<file path="src/sv/iebm_pkg.sv">
// Shared types and constants for the I2C serial EEPROM byte master.
// Used by iebm_engine and i2c_eeprom_byte_master; no dependencies.
package iebm_pkg;

  // Request kinds carried in the action field.
  localparam logic [1:0] ACT_TICK  = 2'd0;
  localparam logic [1:0] ACT_WRITE = 2'd1;
  localparam logic [1:0] ACT_READ  = 2'd2;

  // Slave address after reset.
  localparam logic [6:0] DEV_SEL_RESET = 7'd80;

  // Number of data bits in a byte; the acknowledge bit follows them.
  localparam logic [3:0] ACK_BIT = 4'd8;

  // One input beat, as unpacked from the stream.
  typedef struct packed {
    logic [1:0] action;
    logic [7:0] mem_address;
    logic [7:0] write_data;
    logic       sda_in;
  } iebm_item_t;

  // One result beat.
  typedef struct packed {
    logic       scl_level;
    logic       sda_pull_low;
    logic       busy_res;
    logic       done_res;
    logic [7:0] read_byte_out;
    logic       nack_seen;
  } iebm_result_t;

endpackage

</file>
<file path="src/sv/iebm_engine.sv">
// Bus phase sequencer of the EEPROM byte master: holds the transaction state
// and computes one tick's result. Depends on iebm_pkg.
module iebm_engine (
  input  logic                   clk_i,
  input  logic                   rst_ni,
  input  logic                   step_i,
  input  iebm_pkg::iebm_item_t   item_i,
  input  logic [6:0]             device_select_i,
  output iebm_pkg::iebm_result_t result_o
);

  typedef enum logic [3:0] {
    PH_IDLE,
    PH_START,
    PH_DEVW,
    PH_ADDR,
    PH_DATA,
    PH_RESTART,
    PH_DEVR,
    PH_RECV,
    PH_STOP
  } phase_e;

  phase_e     phase_q, phase_d;
  logic [3:0] bit_q, bit_d;
  logic [1:0] qtr_q, qtr_d;
  logic [7:0] shift_q, shift_d;
  logic [7:0] addr_q, addr_d;
  logic [7:0] data_q, data_d;
  logic       is_read_q, is_read_d;
  logic       nack_q, nack_d;
  logic       scl_q, scl_d;
  logic       sdah_q, sdah_d;
  logic       done;

  // Next state for one tick.
  always_comb begin
    phase_e     ph;
    phase_e     nx;
    logic [3:0] b;
    logic [1:0] q;
    logic       clk;
    logic       level;
    logic       enter;
    logic       run;

    phase_d   = phase_q;
    bit_d     = bit_q;
    qtr_d     = qtr_q;
    shift_d   = shift_q;
    addr_d    = addr_q;
    data_d    = data_q;
    is_read_d = is_read_q;
    nack_d    = nack_q;
    scl_d     = scl_q;
    sdah_d    = sdah_q;
    done      = 1'b0;
    enter     = 1'b0;
    nx        = PH_IDLE;
    level     = 1'b1;
    ph        = phase_q;
    b         = bit_q;
    q         = qtr_q;
    run       = (phase_q != PH_IDLE);

    // An idle master latches a request and runs its first tick at once.
    if (phase_q == PH_IDLE) begin
      if (item_i.action == iebm_pkg::ACT_WRITE || item_i.action == iebm_pkg::ACT_READ) begin
        addr_d    = item_i.mem_address;
        data_d    = item_i.write_data;
        is_read_d = (item_i.action == iebm_pkg::ACT_READ);
        nack_d    = 1'b0;
        phase_d   = PH_START;
        bit_d     = '0;
        qtr_d     = '0;
        ph        = PH_START;
        b         = '0;
        q         = '0;
        run       = 1'b1;
      end else begin
        scl_d  = 1'b1;
        sdah_d = 1'b1;
      end
    end

    clk = (q == 2'd1) || (q == 2'd2);

    if (run) begin
      unique case (ph)
        PH_START, PH_RESTART: begin
          scl_d  = clk;
          sdah_d = (q < 2'd2);
          if (q == 2'd3) begin
            enter = 1'b1;
            nx    = (ph == PH_START) ? PH_DEVW : PH_DEVR;
          end else begin
            qtr_d = q + 2'd1;
          end
        end
        PH_DEVW, PH_ADDR, PH_DATA, PH_DEVR, PH_RECV: begin
          if (ph != PH_RECV && b < iebm_pkg::ACK_BIT) begin
            level = shift_q[3'd7 - b[2:0]];
          end
          scl_d  = clk;
          sdah_d = level;
          // Sample the data line in the middle of the high clock.
          if (q == 2'd2) begin
            if (ph == PH_RECV) begin
              if (b < iebm_pkg::ACK_BIT) begin
                shift_d = {shift_q[6:0], item_i.sda_in};
              end
            end else if (b >= iebm_pkg::ACK_BIT && item_i.sda_in) begin
              nack_d = 1'b1;
            end
          end
          if (q == 2'd3) begin
            if (b >= iebm_pkg::ACK_BIT) begin
              enter = 1'b1;
              if (ph == PH_DEVW) begin
                nx = PH_ADDR;
              end else if (ph == PH_ADDR) begin
                nx = is_read_q ? PH_RESTART : PH_DATA;
              end else if (ph == PH_DEVR) begin
                nx = PH_RECV;
              end else begin
                nx = PH_STOP;
              end
            end else begin
              bit_d = b + 4'd1;
              qtr_d = '0;
            end
          end else begin
            qtr_d = q + 2'd1;
          end
        end
        PH_STOP: begin
          if (q >= 2'd2) begin
            scl_d   = 1'b1;
            sdah_d  = 1'b1;
            done    = 1'b1;
            phase_d = PH_IDLE;
            bit_d   = '0;
            qtr_d   = '0;
          end else begin
            scl_d  = (q == 2'd1);
            sdah_d = 1'b0;
            qtr_d  = q + 2'd1;
          end
        end
        default: begin
          scl_d   = 1'b1;
          sdah_d  = 1'b1;
          phase_d = PH_IDLE;
          bit_d   = '0;
          qtr_d   = '0;
        end
      endcase
    end

    // Entering a new phase restarts the bit counter and, for a byte phase, loads the shifter.
    if (enter) begin
      phase_d = nx;
      bit_d   = '0;
      qtr_d   = '0;
      case (nx)
        PH_DEVW: shift_d = {device_select_i, 1'b0};
        PH_DEVR: shift_d = {device_select_i, 1'b1};
        PH_ADDR: shift_d = addr_q;
        PH_DATA: shift_d = data_q;
        PH_RECV: shift_d = '0;
        default: ;
      endcase
    end
  end

  // Result of this tick, seen with the state after it.
  always_comb begin
    result_o.scl_level     = scl_d;
    result_o.sda_pull_low  = ~sdah_d;
    result_o.busy_res      = (phase_d != PH_IDLE);
    result_o.done_res      = done;
    result_o.read_byte_out = (done && is_read_d) ? shift_d : 8'd0;
    result_o.nack_seen     = nack_d;
  end

  // State registers, advanced once per processed beat.
  always_ff @(posedge clk_i or negedge rst_ni) begin
    if (!rst_ni) begin
      phase_q   <= PH_IDLE;
      bit_q     <= '0;
      qtr_q     <= '0;
      shift_q   <= '0;
      addr_q    <= '0;
      data_q    <= '0;
      is_read_q <= 1'b0;
      nack_q    <= 1'b0;
      scl_q     <= 1'b1;
      sdah_q    <= 1'b1;
    end else if (step_i) begin
      phase_q   <= phase_d;
      bit_q     <= bit_d;
      qtr_q     <= qtr_d;
      shift_q   <= shift_d;
      addr_q    <= addr_d;
      data_q    <= data_d;
      is_read_q <= is_read_d;
      nack_q    <= nack_d;
      scl_q     <= scl_d;
      sdah_q    <= sdah_d;
    end
  end

endmodule

</file>
<file path="src/sv/i2c_eeprom_byte_master.sv">
// I2C master for a serial EEPROM (byte write, random read), one quarter bit period per beat.
// Each beat is held in an input register, passes through the phase sequencer and is
// registered in a result register. Throughput: one beat per cycle while the result
// stream accepts beats.
// Reset (asynchronous, active low): idle bus with both lines released, flags
// cleared, device select 80, no beats held. Depends on iebm_pkg and iebm_engine.
module i2c_eeprom_byte_master (
  input  logic        clk_i,
  input  logic        rst_ni,
  // Configuration: device select write.
  input  logic        cfg_valid_i,
  output logic        cfg_ready_o,
  input  logic [6:0]  cfg_data_i,
  // Input stream.
  input  logic        s_axis_tvalid,
  output logic        s_axis_tready,
  input  logic [23:0] s_axis_tdata,   // mem_address[7:0], write_data[15:8], sda_in[16], zeros
  input  logic [1:0]  s_axis_tuser,   // action[1:0]
  // Result stream.
  output logic        m_axis_tvalid,
  input  logic        m_axis_tready,
  output logic [15:0] m_axis_tdata,   // scl_level[0], sda_pull_low[1], busy_res[2],
                                      // read_byte_out[10:3], nack_seen[11], zeros
  output logic        m_axis_tlast    // done_res
);

  logic                   in_valid_q;
  iebm_pkg::iebm_item_t   in_item_q;
  logic                   out_valid_q;
  iebm_pkg::iebm_result_t out_res_q;
  iebm_pkg::iebm_result_t step_res;
  logic [6:0]             dev_sel_q;
  logic                   advance;

  // A held beat moves on when the result register is free or being drained.
  assign advance       = in_valid_q && (!out_valid_q || m_axis_tready);
  assign s_axis_tready = !in_valid_q || advance;
  assign cfg_ready_o   = 1'b1;

  // Configuration register.
  always_ff @(posedge clk_i or negedge rst_ni) begin
    if (!rst_ni) begin
      dev_sel_q <= iebm_pkg::DEV_SEL_RESET;
    end else if (cfg_valid_i) begin
      dev_sel_q <= cfg_data_i;
    end
  end

  // Input register.
  always_ff @(posedge clk_i or negedge rst_ni) begin
    if (!rst_ni) begin
      in_valid_q <= 1'b0;
    end else if (s_axis_tready) begin
      in_valid_q <= s_axis_tvalid;
    end
  end

  always_ff @(posedge clk_i) begin
    if (s_axis_tready && s_axis_tvalid) begin
      in_item_q.action      <= s_axis_tuser;
      in_item_q.mem_address <= s_axis_tdata[7:0];
      in_item_q.write_data  <= s_axis_tdata[15:8];
      in_item_q.sda_in      <= s_axis_tdata[16];
    end
  end

  iebm_engine u_engine (
    .clk_i           (clk_i),
    .rst_ni          (rst_ni),
    .step_i          (advance),
    .item_i          (in_item_q),
    .device_select_i (dev_sel_q),
    .result_o        (step_res)
  );

  // Result register.
  always_ff @(posedge clk_i or negedge rst_ni) begin
    if (!rst_ni) begin
      out_valid_q <= 1'b0;
    end else if (!out_valid_q || m_axis_tready) begin
      out_valid_q <= in_valid_q;
    end
  end

  always_ff @(posedge clk_i) begin
    if (advance) begin
      out_res_q <= step_res;
    end
  end

  assign m_axis_tvalid = out_valid_q;
  assign m_axis_tlast  = out_res_q.done_res;
  assign m_axis_tdata  = {4'd0, out_res_q.nack_seen, out_res_q.read_byte_out,
                          out_res_q.busy_res, out_res_q.sda_pull_low, out_res_q.scl_level};

  // A finished transaction leaves the master idle.
  assert property (@(posedge clk_i) disable iff (!rst_ni)
    out_valid_q && out_res_q.done_res |-> !out_res_q.busy_res)
    else $error("done beat reports busy");

  // A read byte is only shown on the beat that ends a transaction.
  assert property (@(posedge clk_i) disable iff (!rst_ni)
    out_valid_q && (out_res_q.read_byte_out != 8'd0) |-> out_res_q.done_res)
    else $error("read byte outside done beat");

  // A held input beat that cannot move on is kept unchanged.
  assert property (@(posedge clk_i) disable iff (!rst_ni)
    in_valid_q && !advance |=> in_valid_q && $stable(in_item_q))
    else $error("held input beat lost or changed");

endmodule
</file>
<file path="config.mk">
export PLATFORM = sky130hd
export DESIGN_NAME = i2c_eeprom_byte_master
export DESIGN_NICKNAME = d
export VERILOG_FILES = /design/src/sv/iebm_pkg.sv /design/src/sv/iebm_engine.sv /design/src/sv/i2c_eeprom_byte_master.sv
export SDC_FILE = /design/constraint.sdc
export NUM_CORES = 1
export LEC_CHECK = 0
export BUFFER_PORTS_ARGS = -buffer_cell sky130_fd_sc_hd__buf_2
export CAP_MARGIN = 20
export CORE_AREA = 2 2 80 98
export CTS_CLUSTER_DIAMETER = 120
export CTS_CLUSTER_SIZE = 25
export DETAILED_ROUTE_END_ITERATION = 6
export DIE_AREA = 0 0 82 100
export GPL_ROUTABILITY_DRIVEN = 0
export PLACE_DENSITY = 0.77
export SLEW_MARGIN = 20
export SYNTH_ARGS = -nofsm -noshare
export SYNTH_HDL_FRONTEND = slang
export SYNTH_SLANG_ARGS = --single-unit
export TNS_END_PERCENT = 1
</file>
<file path="constraint.sdc">
create_clock -name clk_i -period 3.8 [get_ports clk_i]
set_clock_uncertainty 0.2 [all_clocks]
set_input_delay 0 -clock clk_i [delete_from_list [all_inputs] [get_ports clk_i]]
set_output_delay 0 -clock clk_i [all_outputs]
set_load 0.01 [all_outputs]
</file>
==> flow_summary.yaml, run 1 <==
worst_hold_path:
  min_path_type: "in2async"
timing:
  drv_slew: 0
  setup_violations: 0
  max_slew.worst_pin.slew_ns: 0.787
  fmax_mhz: 306
  relSlewSlack_pct: 47.5
  min_period_over_period_pct: 86.1
  fin_crit_ns: 3.27
  whs_ns: -0.0298
  hold_viol_final: 43
  grt_setup_unrepaired: "no"
  finalSetupTns_ns: 0
cells_and_area:
  layout.nets: 461
  drive_gt1_share_pct: 27.1
  diodes: 0
  fin_cells: 513
  syn_to_final_growth_pct: 21.6
  n_fill_cell: 566
floorplan:
  die_h_um: 100
  num_rows: 35
  die_width_um: 82
  die_area_um2: 8200
  core_area_um2: 7360
  start_util_pct: 52.9
  ioPinCount: 58
synth:
  syn_inst: 334
  ys_ff_latch: 77
  syn-cell-area_um2: 3890
  ys_seq_area_share_pct: 53.6
  ys_types: 61
  synth_ff_type: "dfrtp_1"
  yosys_warnings: 0
  synth_area_per_cell_um2: 11.7
  async_reset_ff_share_pct: 58.4
  synth_edf_count: 32
run_status:
  run_status: "complete, but fails checks"
  violations: "hold timing"
cts:
  root_buffer: "clkbuf_8"
  clock_sinks: 77
  cts_tree: "done"
  cts_buffer_depth: 2
  insertion_delay_ns: 0.36
  cts_resized: 0
  numCtsBuffers: 9
  h-tree-depth: 3
  cts.clk_slew.worst_paths_ns: 0.09
  cts_setup_buffers: 0
placed_design:
  port-buffer-count: 45
  dp_hpwl_mm: 5.45
  placed_cells: 460
grt:
  antenna_found_initial: 0
  grt-ovfl-total: 0
  grt_pass1_vias: 2867
  grtUsageTotal_pct: 22.1
  grt_pass1_wl_mm: 13.7
  grt_max_degree: 46
setup_path:
  rrSetupSlack_ns: 0.53
  crit_type: "reg2reg"
  crit_required_ns: 3.85
  crit_top_cell: "ha_1"
  crit_slowest_cell: "o221a_2"
  slowest_delay_ns: 0.39
  worst-path-max-fanout: 12
  cp.arrival_ns: 3.33
  path_cells: "ha_1, or2_2, or2_1, and2_1, ha_1, nor3b_1, nand2_1, a41oi_1, o221a_2"
  cp-start-kind: "flip-flop"
  end_kind: "flip-flop"
drt:
  drt_first_pass_iters: 5
  routed_wl_mm: 8.22
  vias: 2957
  vias_per_cell: 5.76
  drtIter0Drc: 265
  antenna_left: 0
  drcViolationCount: 0
  wl_per_cell_um: 16.0
flow_run:
  max_cap_viol_count: 0
pwr:
  power_density_nw_per_um2: 568
  total_leakage_power_nw: 2.04
  ir_drop_v: 0.000367
-- cells in the mapped netlist (2+ instances only) --
cell type	number	area, µm²
mux2_2	17	191
o31ai_1	2	15.0
nor2b_1	5	31.3
buf_2	4	20.0
o22ai_1	3	18.8
conb_1	2	7.51
nand2b_1	9	56.3
a31oi_1	3	18.8
nand2_1	15	56.3
a21oi_1	31	155
nor2_1	13	48.8
and2_1	7	43.8
buf_4	5	37.5
nor3_1	4	20.0
o221a_2	7	78.8
mux2_4	8	120
a32o_1	3	30.0
o21ai_0	20	100
edfxtp_1	32	961
ha_1	7	87.6
or2_2	3	18.8
clkbuf_1	9	33.8
inv_1	12	45.0
nand3_1	6	30.0
nand4_1	3	18.8
buf_1	4	15.0
dfrtp_1	43	1080
o211ai_1	3	22.5
buf_6	3	33.8
mux2i_1	8	80.1
a21o_1	4	30.0
dfstp_2	2	52.6
nor4b_1	3	26.3
a22oi_1	6	45.0
a2bb2oi_1	2	17.5
-- power by group --
group	internal [mW]	leakage, nW	switching (mW)
Sequential	1.08	0.871	0.140
Combinational	0.442	1.08	0.447
Clock	0.250	0.0892	0.329
-- per-layer routing --
layer  part of all wire, %  GRT usage, %  up-vias
li1                      -             -     1399
met1                    41          28.3     1415
met2                    51          35.6      116
met3                   4.8          4.86       27
met4                   3.3          10.3        0
met5                     0             0        -
-- path summary, 6_finish.rpt --
check | from | to | depth (start not counted)
hold / removal | rst_ni | u_engine.shift_q[3] | 2
max in group asynchronous | rst_ni | u_engine.addr_q[0] | 2
setup / recovery | in_item_q[18] | u_engine.shift_q[3] | 9
min in group clk_i | s_axis_tdata[10] | in_item_q[3] | 2
hold reg to reg | in_item_q[9] | u_engine.addr_q[0] | 1
setup reg to reg | in_item_q[18] | u_engine.shift_q[3] | 9
-- placed cells by master, fill, tap and decap left out, drive strengths merged, types with 9 or more instances in the layout --
cell type,count
clkbuf,9
o21ai,20
buf,57
dlygate4sd3,37
edfxtp,32
dfrtp,43
nand2b,10
nor2,13
a21oi,31
mux2,25
nand2,15
inv,17
-- stage by stage --
stage          setup slack (ns)  util, %  total power [mW]  hold slack, ns  area, µm²
2_1_floorplan             0.597        -              1.86          -0.496       3910
3_3_place_gp              0.641     56.8              2.03         -0.0228       4180
3_5_place_dp              0.611     56.8              2.07         -0.0219       4180
4_1_cts                   0.577     64.3              2.69           0.128       4730
5_1_grt                   0.230     64.4              2.87          0.0361       4730
6_report                  0.529     64.4              2.69         -0.0298       4730
-- state kept, by name, indices dropped and copies added, names as in the netlist --
name and count:
u_engine.shift_q 8, u_engine.data_q 8, in_item_q 19, u_engine.addr_q 8
in_valid_q 1, m_axis_tdata 12, u_engine.nack_q 1, u_engine.bit_q 4
u_engine.phase_q 4, u_engine.qtr_q 2, u_engine.is_read_q 1, dev_sel_q 7
m_axis_tvalid 1, m_axis_tlast 1
-- final cells by class --
cell class / instances / area (µm²) / share of cell area (%)
Sequential cell: 77 / 2090 / 44.1
Multi-Input combinational cell: 222 / 1610 / 34.0
Timing Repair Buffer: 94 / 688 / 14.5
Clock buffer: 9 / 124 / 2.62
Tap cell: 92 / 115 / 2.43
Clock inverter: 7 / 61.3 / 1.29
Inverter: 12 / 45.0 / 0.951
-- cell families (layout without fill, tap and decap cells) --
| logic type | after synthesis | in the layout | synth area share [%] |
|---|---|---|---|
| buffers and inverters | 38 | 122 | 5.27 |
| AO/OA/AOI/OAI | 97 | 97 | 16.6 |
| adder cells (fa/ha/maj) | 7 | 7 | 2.25 |
| multiplexers | 34 | 34 | 10.6 |
| XOR/XNOR | 1 | 1 | 0.225 |
| AND/OR/NAND/NOR | 78 | 78 | 11.2 |
| flip-flops | 77 | 77 | 53.6 |
| other | 2 | 5 | 0.193 |
-- repair_timing --
| item | 4_1_cts | 5_1_grt |
|---|---|---|
| endpoints found under the hold margin | 71 | 0 |
| endpoints found under the setup margin | 0 | 0 |
| hold buffers | 37 | 0 |
-- critical path: cells and delay by family (launching register included) --
| kind | cells | cell delay, ns |
|---|---|---|
| adders and majority gates | 2 | 0.58 |
| and+or+nand+nor | 5 | 1.26 |
| DFF | 1 | 0.38 |
| AOI/OAI and AO/OA | 2 | 0.75 |
Power figures use the tool's default switching activity.
==> run 2, diff against run 1 <==
ABC_AREA = 1   (was default)
CORE_AREA = 2 2 109 132   (was 2 2 80 98)
DIE_AREA = 0 0 111 134   (was 0 0 82 100)
PLACE_DENSITY = 0.48   (was 0.77)
==> run 2 against run 1 <==
The flow now finishes without violations. Global-route usage down 8.3 points. Fmax up 0.95%. Final area increased by 7.5%. Wire length grew 15%. Clock power increased by 36%. Critical path type unchanged. Critical endpoint is now m_axis_tdata[9]. Highest routed layer unchanged.
==> flow_summary.yaml, run 2 <==
grt:
  antenna_found_initial: 0
  grt_max_degree: 46
  grt-ovfl-total: 0
  grt_pass1_vias: 3378
  grtUsageTotal_pct: 13.8
  grt_pass1_wl_mm: 16.2
cts:
  clock_sinks: 77
  cts_buffer_depth: 2
  cts_resized: 0
  root_buffer: "clkbuf_16"
  numCtsBuffers: 9
  cts.clk_slew.worst_paths_ns: 0.07
  ctsHoldBuffers: 43
  cts_setup_buffers: 0
  cts_tree: "done"
  insertion_delay_ns: 0.34
  h-tree-depth: 3
pwr:
  power_density_nw_per_um2: 575
  total_leakage_power_nw: 2.41
  ir_drop_v: 0.000238
synth:
  yosys-top-cells-area: "dfrtp_1 27%, edfxtp_1 24%, nand2_1 13%"
  synth.top_cell.area_share_pct: 26.8
  async_reset_ff_share_pct: 58.4
  synth_edf_count: 32
  ys_seq_area_share_pct: 52.1
  ys_types: 33
  synth_area_per_cell_um2: 8.37
  syn_inst: 479
  synth_common_cells: "144 x nand2_1, 58 x inv_1, 48 x nand3_1"
  synth_ff_type: "dfrtp_1"
  synth_top_area_cell: "dfrtp_1"
  syn-cell-area_um2: 4010
  yosys_warnings: 0
  ys_ff_latch: 77
  yosysMostFrequentCell: "nand2_1"
setup_path:
  crit_top_cell: "inv_1"
  end_kind: "flip-flop"
  worst-path-max-fanout: 14
  crit_type: "reg2reg"
  cp-start-kind: "flip-flop"
  worst-path-stages: 14
  slowest_delay_ns: 0.44
  path_cells: "ha_1, inv_1, nand3_4, nand2_1, inv_2, ha_1, inv_1, nor3_2, nand3_2, nor2_1, nor2_1, nand3_1, nand2_1, inv_1"
  path_buf_inv: 4
  cp.arrival_ns: 3.25
  crit_required_ns: 3.81
  r2r_cells: 14
  cp_top_family: "simple AND/OR/NAND/NOR gates"
  crit_slowest_cell: "ha_1"
flow_run:
  max_cap_viol_count: 0
floorplan:
  die_width_um: 111
  start_util_pct: 29.5
  num_rows: 47
  ioPinCount: 58
  die_area_um2: 14900
  die_h_um: 134
  core_area_um2: 13600
drt:
  antenna_left: 0
  vias: 3308
  drtIter0Drc: 180
  drcViolationCount: 0
  routed_wl_mm: 9.46
  drt_first_pass_iters: 4
  wl_per_cell_um: 12.7
  vias_per_cell: 4.45
cells_and_area:
  syn_to_final_growth_pct: 27.0
  layout_common_cells: "144 x nand2_1, 58 x inv_1, 48 x nand3_1, 44 x buf_2"
  layout.nets: 613
  diodes: 0
  layout_commonest_cell: "nand2_1"
  largest_register_ff_count: 19
  utilization_pct: 37.5
  regMostFlops: "in_item_q"
  fin_cells: 744
  drive_gt1_share_pct: 16.9
placed_design:
  placed_cells: 685
  port-buffer-count: 45
  pre_cts_slack_ns: 0.564
  dp_hpwl_mm: 6.69
timing:
  fin_crit_ns: 3.24
  setup_violations: 0
  grt_setup_unrepaired: "no"
  drv_slew: 0
  min_period_over_period_pct: 85.3
  max_slew.worst_pin.slew_ns: 0.650
  fmax_mhz: 309
  hold_viol_final: 0
  fin_ws_ns: 0.559
  relSlewSlack_pct: 56.6
  finalSetupTns_ns: 0
worst_hold_path:
  min_path_type: "in2async"
run_status:
  run_status: "finished, final reports clean"
run 2: changes by cell type after synthesis, sizes merged, moves of 6 or more:
cell | previous run | this run
mux2 | 25 | 0
inv | 12 | 69
o21ai | 20 | 34
mux2i | 8 | 0
nor2 | 13 | 42
nand3 | 6 | 52
a21oi | 31 | 5
o221a | 7 | 0
nand2 | 15 | 152
and2 | 7 | 0
nand2b | 10 | 0
a22oi | 6 | 0
run 2: metrics by stage:
| step | power [mW] | hold slack, ns | instance area [µm²] |
|---|---|---|---|
| floorplan | 1.88 | -0.496 | 4020 |
| global placement | 2.10 | -0.0233 | 4380 |
| detailed placement | 2.12 | -0.0219 | 4380 |
| CTS | 2.96 | 0.158 | 5090 |
| global route | 3.17 | 0.0800 | 5090 |
| finish | 2.93 | 0.0143 | 5090 |
run 2: logic make-up (layout without fill, tap and decap cells):
logic type / Yosys count / in the layout / share of synthesized area (%)
XOR/XNOR: 1 / 1 / 0.219
flip-flops: 77 / 77 / 52.1
other: 2 / 5 / 0.187
AO/OA/AOI/OAI: 49 / 49 / 7.31
buffers and inverters: 87 / 178 / 9.05
AND/OR/NAND/NOR: 256 / 256 / 28.9
adder cells (fa/ha/maj): 7 / 7 / 2.19
run 2: routing by layer:
metal / share of wire, % / track usage, % / wire [µm] / vias to the layer above
li1: - / - / - / 1705
met3: 3.4 / 2.71 / 325 / 21
met1: 44 / 16.1 / 4160 / 1504
met4: 3.3 / 6.94 / 316 / 0
met2: 49 / 24.2 / 4650 / 78
met5: 0 / 0 / 0 / -
run 2: path summary, 6_finish.rpt:
path	from	end	slack (ns)
setup / recovery	in_item_q[18]	m_axis_tdata[9]	0.56
hold / removal	rst_ni	u_engine.qtr_q[1]	0.01
setup reg to reg	in_item_q[18]	m_axis_tdata[9]	0.56
hold reg to reg	in_item_q[5]	u_engine.data_q[4]	0.25
max in group asynchronous	rst_ni	in_valid_q	2.97
min in group clk_i	s_axis_tdata[14]	in_item_q[7]	0.17
run 2: report_power, final:
part / internal (mW) / switching (mW) / leakage (nW)
Combinational: 0.329 / 0.589 / 1.39
Clock: 0.459 / 0.330 / 0.133
Sequential: 1.09 / 0.130 / 0.884
run 2: cell type report:
| cell class | instances | area, µm² |
|---|---|---|
| Clock inverter | 4 | 26.3 |
| Fill cell | 1386 | 8490 |
| Tap cell | 171 | 214 |
| Multi-Input combinational cell | 318 | 1570 |
| Sequential cell | 77 | 2090 |
| Inverter | 71 | 267 |
| Clock buffer | 12 | 246 |
| Timing Repair Buffer | 91 | 681 |
==> run 3, diff against run 2 <==
CTS_CLUSTER_DIAMETER = 100   (was 120)
clock period = 3.5 ns   (was 3.8 ns; I/O delays follow)
==> run 3 against run 2 <==
Flip-flop and latch count stayed put. Register-to-register slack better by 0.04 ns. Global-route usage is 0.35 points lower. Critical path depth stayed put. Core utilization is 0.63 points higher. Die area stayed put. Via count is 0.18% lower. Hold slack better by 0.0014 ns. Wire length is 0.26% higher. Fmax is 12% higher. Critical path type unchanged. Highest routed layer unchanged.
==> flow_summary.yaml, run 3 (same netlist as run 2, synthesis figures left out) <==
run_status:
  run_status: "finished, final reports clean"
setup_path:
  r2r_start: "in_item_q[18]"
  rrSetupSlack_ns: 0.60
  crit_type: "reg2reg"
  crit_slowest_cell: "edfxtp_1"
  cp-start-kind: "flip-flop"
  cp.arrival_ns: 2.91
  startpoint: "in_item_q[18]"
  end_kind: "flip-flop"
  slowest_delay_ns: 0.39
  r2r_end: "m_axis_tdata[9]"
  worst-path-max-fanout: 7
  crit_top_cell: "inv_1"
  crit_required_ns: 3.51
  path_cells: "ha_1, inv_1, nand3_4, nand2_1, inv_2, ha_1, inv_1, nor3_2, nand3_2, nor2_1, nor2_1, nand3_1, nand2_1, inv_1"
  r2r_cells: 14
  cp-endpoint: "m_axis_tdata[9]"
drt:
  antenna_left: 0
  drtIter0Drc: 194
  routed_wl_mm: 9.49
  vias: 3302
  drt_first_pass_iters: 4
  drcViolationCount: 0
  wl_per_cell_um: 12.7
  vias_per_cell: 4.41
cts:
  ctsHoldBuffers: 45
  cts_resized: 0
  insertion_delay_ns: 0.34
  h-tree-depth: 3
  numCtsBuffers: 9
  cts.clk_slew.worst_paths_ns: 0.07
  cts_buffer_depth: 2
  root_buffer: "clkbuf_16"
  clock_sinks: 77
  cts_setup_buffers: 0
  cts_tree: "done"
floorplan:
  num_rows: 47
  die_area_um2: 14900
  core_area_um2: 13600
  die_h_um: 134
  start_util_pct: 29.5
  die_width_um: 111
  ioPinCount: 58
timing:
  finalSetupTns_ns: 0
  hold_viol_final: 0
  max_slew.worst_pin.slew_ns: 0.628
  drv_slew: 0
  min_period_over_period_pct: 82.9
  fmax_mhz: 345
  fin_crit_ns: 2.90
  relSlewSlack_pct: 58.1
  grt_setup_unrepaired: "no"
  setup_violations: 0
  whs_ns: 0.0157
cells_and_area:
  regMostFlops: "in_item_q"
  layout_commonest_cell: "nand2_1"
  n_fill_cell: 1393
  fin_cells: 748
  layout_common_cells: "144 x nand2_1, 58 x inv_1, 48 x nand3_1, 45 x dlygate4sd3_1, 44 x buf_2"
  diodes: 0
  drive_gt1_share_pct: 17.3
  largest_register_ff_count: 19
  layout.nets: 617
  syn_to_final_growth_pct: 29.1
grt:
  grtUsageTotal_pct: 13.4
  grt_pass1_wl_mm: 15.8
  antenna_found_initial: 0
  grt_pass1_vias: 3231
  grt_max_degree: 46
  grt-ovfl-total: 0
placed_design:
  dp_hpwl_mm: 6.76
  placed_cells: 687
  port-buffer-count: 45
pwr:
  ir_drop_v: 0.000285
  power_density_nw_per_um2: 648
  total_power_mw: 3.35
  total_leakage_power_nw: 2.45
worst_hold_path:
  min_path_type: "in2async"
flow_run:
  max_cap_viol_count: 0
run 3: report_power, final:
part / internal [mW] / switching [mW] / leakage (nW)
logic: 0.367 / 0.646 / 1.41
registers: 1.18 / 0.142 / 0.884
clock network: 0.630 / 0.387 / 0.159
run 3: metrics by stage:
stage / area, µm² / utilization [%] / setup slack, ns
floorplan: 4020 / - / 0.922
global placement: 4400 / 32.4 / 0.649
detailed placement: 4400 / 32.4 / 0.592
CTS: 5170 / 38.1 / 0.558
global route: 5170 / 38.1 / 0.288
finish: 5170 / 38.1 / 0.599
run 3: how the worst min path moves through the flow:
stage	from	end	slack (ns)	depth (start not counted)
after floorplan	rst_ni	dev_sel_q[0]	-0.50	0
after global routing	rst_ni	u_engine.qtr_q[1]	0.08	2
after global placement	s_axis_tdata[11]	in_item_q[4]	-0.02	1
after detailed placement	s_axis_tdata[15]	in_item_q[8]	-0.02	1
after CTS	s_axis_tdata[13]	in_item_q[6]	0.16	2
final	rst_ni	u_engine.qtr_q[1]	0.02	2
run 3: per-layer routing:
metal / track usage [%] / part of all wire, %
met1: 16.2 / 43
met2: 23.8 / 51
met3: 2.67 / 3.9
met4: 5.07 / 1.5
met5: 0 / 0
run 3: area by class of cell:
type                    count  area (µm²)  share of cell area (%)
well taps                 171         214                    4.13
clock buffers               9         225                    4.35
inverters                  71         267                    5.15
clock inverters             7        97.6                    1.89
repair buffers             95         716                    13.8
flip-flops and latches     77        2090                    40.4
multi-input cells         318        1570                    30.3
run 3: worst max-delay path: cells and delay by family (launching register included):
kind	cells	cell delay (ns)
simple gates	8	1.03
buf+inv	4	0.46
flops	1	0.39
fa+ha+maj	2	0.69
